## src/rtl/bpt_pkg.sv

```systemverilog
`timescale 1ns / 1ps

package bpt_pkg;

    // Field and register widths
    localparam int ACT_W   = 16;
    localparam int TIME_W  = 31;
    localparam int ERR_W   = 32;
    localparam int STAMP_W = 32;
    localparam int Q14_W   = 16;
    localparam int GAIN_W  = 16;
    localparam int STRK_W  = 4;
    localparam int SINCE_W = 20;
    localparam int RATE_W  = 20;
    localparam int BPM_W   = 20;
    localparam int CFG_W   = 20;
    localparam int CFG_IDX_W = 3;

    localparam logic [SINCE_W-1:0] SINCE_MAX  = '1;
    localparam logic [SINCE_W-1:0] ONSET_GAP  = 20'd4;
    localparam logic [STRK_W-1:0]  STRIKE_MAX = '1;
    localparam logic [BPM_W-1:0]   BPM_MAX    = '1;

    // Register reset values
    localparam logic [15:0] LOCK_TH_RST  = 16'd2458;
    localparam logic [3:0]  UNLOCK_RST   = 4'd3;
    localparam logic [15:0] ONSET_TH_RST = 16'd8192;
    localparam logic [15:0] PER_GAIN_RST = 16'd16384;
    localparam logic [15:0] PH_GAIN_RST  = 16'd16384;
    localparam logic [15:0] BIG_FRAC_RST = 16'd9830;
    localparam logic [15:0] REFR_RST     = 16'd32768;
    localparam logic [19:0] RATE_RST     = 20'd93750;

    typedef enum logic [CFG_IDX_W-1:0] {
        REG_LOCK_TH,
        REG_UNLOCK,
        REG_ONSET_TH,
        REG_PER_GAIN,
        REG_PH_GAIN,
        REG_BIG_FRAC,
        REG_REFR_FRAC,
        REG_RATE
    } cfg_reg_t;

    typedef enum logic [3:0] {
        ST_IDLE,
        ST_OBS,
        ST_AGE_DIV,
        ST_AGED,
        ST_ERR,
        ST_MUL,
        ST_UPD,
        ST_FIX_START,
        ST_FIX_DIV,
        ST_FIX_END,
        ST_TRACK,
        ST_TRACK2,
        ST_BPM_DIV,
        ST_FINISH
    } state_t;

    // Controller to datapath
    typedef struct packed {
        logic load;
        logic obs;
        logic age_start;
        logic aged;
        logic err;
        logic mul;
        logic upd;
        logic fix_start;
        logic fix_end;
        logic track;
        logic track2;
        logic finish;
    } cmd_t;

    // Datapath to controller
    typedef struct packed {
        logic obs_valid;
        logic obs_go;
        logic aged_exit;
        logic big_jump;
        logic upd_fix;
        logic trk;
        logic div_busy;
        logic out_free;
    } stat_t;

    function automatic logic [TIME_W-1:0] absdiff(input logic [TIME_W-1:0] a,
                                                  input logic [TIME_W-1:0] b);
        return (a > b) ? (a - b) : (b - a);
    endfunction

    function automatic logic signed [31:0] sat33(input logic signed [32:0] v);
        logic signed [31:0] r;
        if (v[32] != v[31])
            r = v[32] ? 32'sh8000_0000 : 32'sh7FFF_FFFF;
        else
            r = v[31:0];
        return r;
    endfunction

    function automatic logic signed [31:0] sat35(input logic signed [34:0] v);
        logic signed [31:0] r;
        if ((v[34:31] == 4'b0000) || (v[34:31] == 4'b1111))
            r = v[31:0];
        else
            r = v[34] ? 32'sh8000_0000 : 32'sh7FFF_FFFF;
        return r;
    endfunction

endpackage

```

## src/rtl/bpt_ctrl.sv

```systemverilog
`timescale 1ns / 1ps

module bpt_ctrl
    import bpt_pkg::*;
(
    input  logic  clk,
    input  logic  rst_n,
    input  logic  in_valid,
    output logic  in_ready,
    input  stat_t stat,
    output cmd_t  cmd
);

    state_t state_reg, state_next;

    // Next state
    always_comb
    begin
        state_next = state_reg;
        unique case (state_reg)
            ST_IDLE:      if (in_valid) state_next = ST_OBS;
            ST_OBS:       state_next = (stat.obs_valid && stat.obs_go) ? ST_AGE_DIV : ST_TRACK;
            ST_AGE_DIV:   if (!stat.div_busy) state_next = ST_AGED;
            ST_AGED:      state_next = stat.aged_exit ? ST_TRACK : ST_ERR;
            ST_ERR:       state_next = stat.big_jump ? ST_TRACK : ST_MUL;
            ST_MUL:       state_next = ST_UPD;
            ST_UPD:       state_next = stat.upd_fix ? ST_FIX_START : ST_TRACK;
            ST_FIX_START: state_next = ST_FIX_DIV;
            ST_FIX_DIV:   if (!stat.div_busy) state_next = ST_FIX_END;
            ST_FIX_END:   state_next = ST_TRACK;
            ST_TRACK:     state_next = stat.trk ? ST_TRACK2 : ST_FINISH;
            ST_TRACK2:    state_next = ST_BPM_DIV;
            ST_BPM_DIV:   if (!stat.div_busy) state_next = ST_FINISH;
            ST_FINISH:    if (stat.out_free) state_next = ST_IDLE;
            default:      state_next = ST_IDLE;
        endcase
    end

    // Commands
    always_comb
    begin
        cmd      = '0;
        in_ready = 1'b0;
        unique case (state_reg)
            ST_IDLE:
            begin
                in_ready = 1'b1;
                cmd.load = in_valid;
            end
            ST_OBS:
            begin
                cmd.obs       = stat.obs_valid;
                cmd.age_start = stat.obs_valid && stat.obs_go;
            end
            ST_AGED:      cmd.aged = 1'b1;
            ST_ERR:       cmd.err = 1'b1;
            ST_MUL:       cmd.mul = 1'b1;
            ST_UPD:       cmd.upd = 1'b1;
            ST_FIX_START: cmd.fix_start = 1'b1;
            ST_FIX_END:   cmd.fix_end = 1'b1;
            ST_TRACK:     cmd.track = 1'b1;
            ST_TRACK2:    cmd.track2 = 1'b1;
            ST_FINISH:    cmd.finish = stat.out_free;
            default:      cmd = '0;
        endcase
    end

    always_ff @(posedge clk or negedge rst_n)
    begin
        if (!rst_n)
            state_reg <= ST_IDLE;
        else
            state_reg <= state_next;
    end

endmodule

```

## config.mk

```make
export PLATFORM = sky130hd
export DESIGN_NAME = bpt_ctrl
export DESIGN_NICKNAME = d
export VERILOG_FILES = /design/src/rtl/bpt_pkg.sv /design/src/rtl/bpt_ctrl.sv
export SDC_FILE = /design/constraint.sdc
export NUM_CORES = 1
export LEC_CHECK = 0
export BUFFER_PORTS_ARGS = -buffer_cell sky130_fd_sc_hd__buf_4
export CAP_MARGIN = 20
export CELL_PAD_IN_SITES_DETAIL_PLACEMENT = 1
export CELL_PAD_IN_SITES_GLOBAL_PLACEMENT = 1
export CORE_MARGIN = 1.5
export CORE_UTILIZATION = 29
export DETAILED_ROUTE_END_ITERATION = 16
export PLACE_DENSITY_LB_ADDON = 0.1
export SKIP_CTS_REPAIR_TIMING = 1
export SLEW_MARGIN = 20
export SYNTH_ARGS = -nofsm -noshare
export SYNTH_HDL_FRONTEND = slang
export SYNTH_SLANG_ARGS = --single-unit
```

## constraint.sdc

```tcl
create_clock -name clk -period 1.64 [get_ports clk]
set_input_delay 0.328 -clock clk [delete_from_list [all_inputs] [get_ports clk]]
set_output_delay 0.328 -clock clk [all_outputs]
set_load 0.01 [all_outputs]
```

==> metrics <==
dpl ws 79.4 ps; placed cell count 103; Clock transition at path regs 40 ps; Synth Warn # 0; simple-gate portion of the synthesized area 39.0%; max reg flops 4; Primary FF master, synth dfrtp_1; cell depth of the worst setup path 4; area delta synth->final 74.1%; Post-Route WL 1.67 mm; row cnt 14; drt first pass iters 2; DR WL/cell 14.4 µm; Synth Instances 63; Setup crit end kind primary output; clock latency on the worst-skew pair 250 ps; share of synthesized area spent on multiplexers 7.49%; final hold viol count 0; Synth Area in Compound Gates 22.5%; clock skew 6.53 ps; Cell Pwr Density 1810 nW/µm²; Hold WS 403 ps; Ant. Diodes 0; Worst R2R End state_reg[3]$_DFFE_PN0P_; syn avg cell area 7.43 µm²; Psw 648 µW; CP Cell Sequence buf_4 -> nand2b_1 -> nor2_1 -> buf_4; failing checks setup timing; via count 621; clock buffer depth 2; Via-to-Cell Ratio 5.35; arrival time at the worst endpoint 1360 ps; Async SR Flop Fraction 100%; final period utilization 103%; FF+latch area 105 µm²; post-synthesis cell area 468 µm²; Max-slew headroom 83.9%; Internal Pwr Total 829 µW; hold crit path type input port to async pin; Reg2Reg Depth 4; Worst Setup SP state_reg[2]$_DFFE_PN0P_; Reg2Reg Setup Slack 40 ps; full die area 1860 µm²; post-synthesis xor/xnor area fraction 0%; Peak VDD IR 0.667 mV; Synth cell types 32; Setup CP Type flop to primary output; Final ANT Viol Nets 0; Root Driver clkbuf_4; Final nets 113; number of enable flip-flop cells after synthesis 0; startpoint class of the critical path flop; Iter 0 DRT Violations 1; global route overflow 0; final instance area 815 µm²; Fmax achieved 593 MHz; Die X 43.2 µm; CP Max Fanout 5; actual slew at the worst max-slew pin 240 ps; Critical Path Sink cmd[3]; largest net degree at the start of global routing 13; die height 43.2 µm; Initial Util 31.1%; worst setup margin -46.0 ps; Finished Layout Cells 116; Crit Reg-Reg Startpoint state_reg[3]$_DFFE_PN0P_; Yosys reg bits 4; slowest cell on the critical path dfrtp_2; switching share of power 43.9%; Crit path largest cell delay 440 ps; setup TNS -46.0 ps; initial antenna violation count 0; CP Buf/Inv Count 2; TritonCTS clock tree done; placer congestion estimate 0.773; post-detail-place hpwl 1.16 mm; drt drc 0; Worst Path Required 1310 ps; Clock Power Share 9.1%; Core Box Area 1510 µm²; Post-Synth Adder-Cell Area 0%; max cap viols 0; Placed Area 682 µm²; Period minus WS final 1690 ps; H-tree Lvls 1; Filler Cell Count 194; clock sinks 4; number of I/O port buffers 23; Tot GR Track Use 18.4%; IO Pins 24; TritonCTS buffer count 3; RSZ-0062 raised after global routing yes; status finished with violations; first-pass GRT wire length 2.44 mm; critical path's top delay family flip-flops; # setup viols final 1; largest family of logic cells by synthesized area simple AND/OR/NAND/NOR gates; Syn Nets 74; Static Leak 0.385 nW; post-synthesis sequential area ratio 21.4%; most frequent CP cell buf_4; Comb power frac 72.5%; area of the multi-input gates 347 µm²; Final Slew Violations 0; share of cells above drive strength 1 52.0%; Flop pwr share 18.4%; vias in the first global route 541
-- routing by layer --
metal,global-route usage [%],wire [µm],up-vias
met5,0,0,-
met4,12.7,38,0
met3,5.11,89,4
met2,26.6,800,21
met1,23.2,745,300
li1,-,-,296
-- synthesized netlist by cell type (2+ instances only) --
| master | instances | area share [%] |
|---|---|---|
| nand2b_1 | 3 | 4.0 |
| nor3_1 | 2 | 2.1 |
| inv_1 | 4 | 3.2 |
| buf_2 | 2 | 2.1 |
| o211ai_1 | 2 | 3.2 |
| and2_1 | 2 | 2.7 |
| nand2_1 | 4 | 3.2 |
| nor2_1 | 9 | 7.2 |
| nor2b_1 | 4 | 5.3 |
| mux2i_1 | 2 | 4.3 |
| dfrtp_1 | 4 | 21 |
| a21oi_1 | 4 | 4.3 |
| o32a_1 | 2 | 4.3 |
-- cell families (layout without fill, tap and decap cells) --
logic type | Yosys count | in the layout
simple gates | 32 | 32
flops | 4 | 4
mux | 3 | 3
compound gates | 15 | 15
buf+inv | 9 | 46
-- worst min-delay path by stage --
stage / from / to / slack, ps / depth (start not counted)
after global placement: rst_n / state_reg[0]$_DFFE_PN0P_ / 130 / 1
after detailed placement: rst_n / state_reg[1]$_DFFE_PN0P_ / 130 / 1
after global routing: rst_n / state_reg[2]$_DFFE_PN0P_ / 410 / 2
after floorplan: rst_n / state_reg[0]$_DFFE_PN0P_ / 30 / 0
final: rst_n / state_reg[2]$_DFFE_PN0P_ / 400 / 2
after CTS: rst_n / state_reg[2]$_DFFE_PN0P_ / -130 / 1
-- power by group through the flow --
| stage | clock network [mW] | logic (mW) | registers [mW] |
|---|---|---|---|
| floorplan | 0 | 0.616 | 0.191 |
| global placement | 0 | 0.799 | 0.282 |
| detailed placement | 0 | 0.803 | 0.286 |
| CTS | 0.135 | 0.806 | 0.286 |
| global route | 0.142 | 1.17 | 0.278 |
| finish | 0.134 | 1.07 | 0.272 |
-- layout make-up --
| type | instances | share of cell area [%] |
|---|---|---|
| sequential | 4 | 12.9 |
| tap | 16 | 2.46 |
| multi-input combinational | 50 | 42.5 |
| inverter | 4 | 1.84 |
| timing repair buffer | 39 | 37.5 |
| clock buffer | 3 | 2.76 |
-- metrics by stage --
stage	utilization (%)	total power, mW
final	54.1	1.48
after global routing	54.1	1.59
after CTS	46.8	1.23
after detailed placement	45.3	1.09
after global placement	45.3	1.08
after floorplan	-	0.807
-- cells in the final DEF, fill, tap and decap left out, types with 2 or more instances in the layout --
master    instances
a21oi_1           4
and2_1            2
buf_4            36
clkbuf_4          3
dfrtp_2           4
inv_1             3
mux2i_1           2
nand2_1           4
nand2b_1          2
nor2_1            9
nor2b_1           4
o211ai_1          2
o32a_1            2
Note: power is estimated with default switching activity, not from simulation.
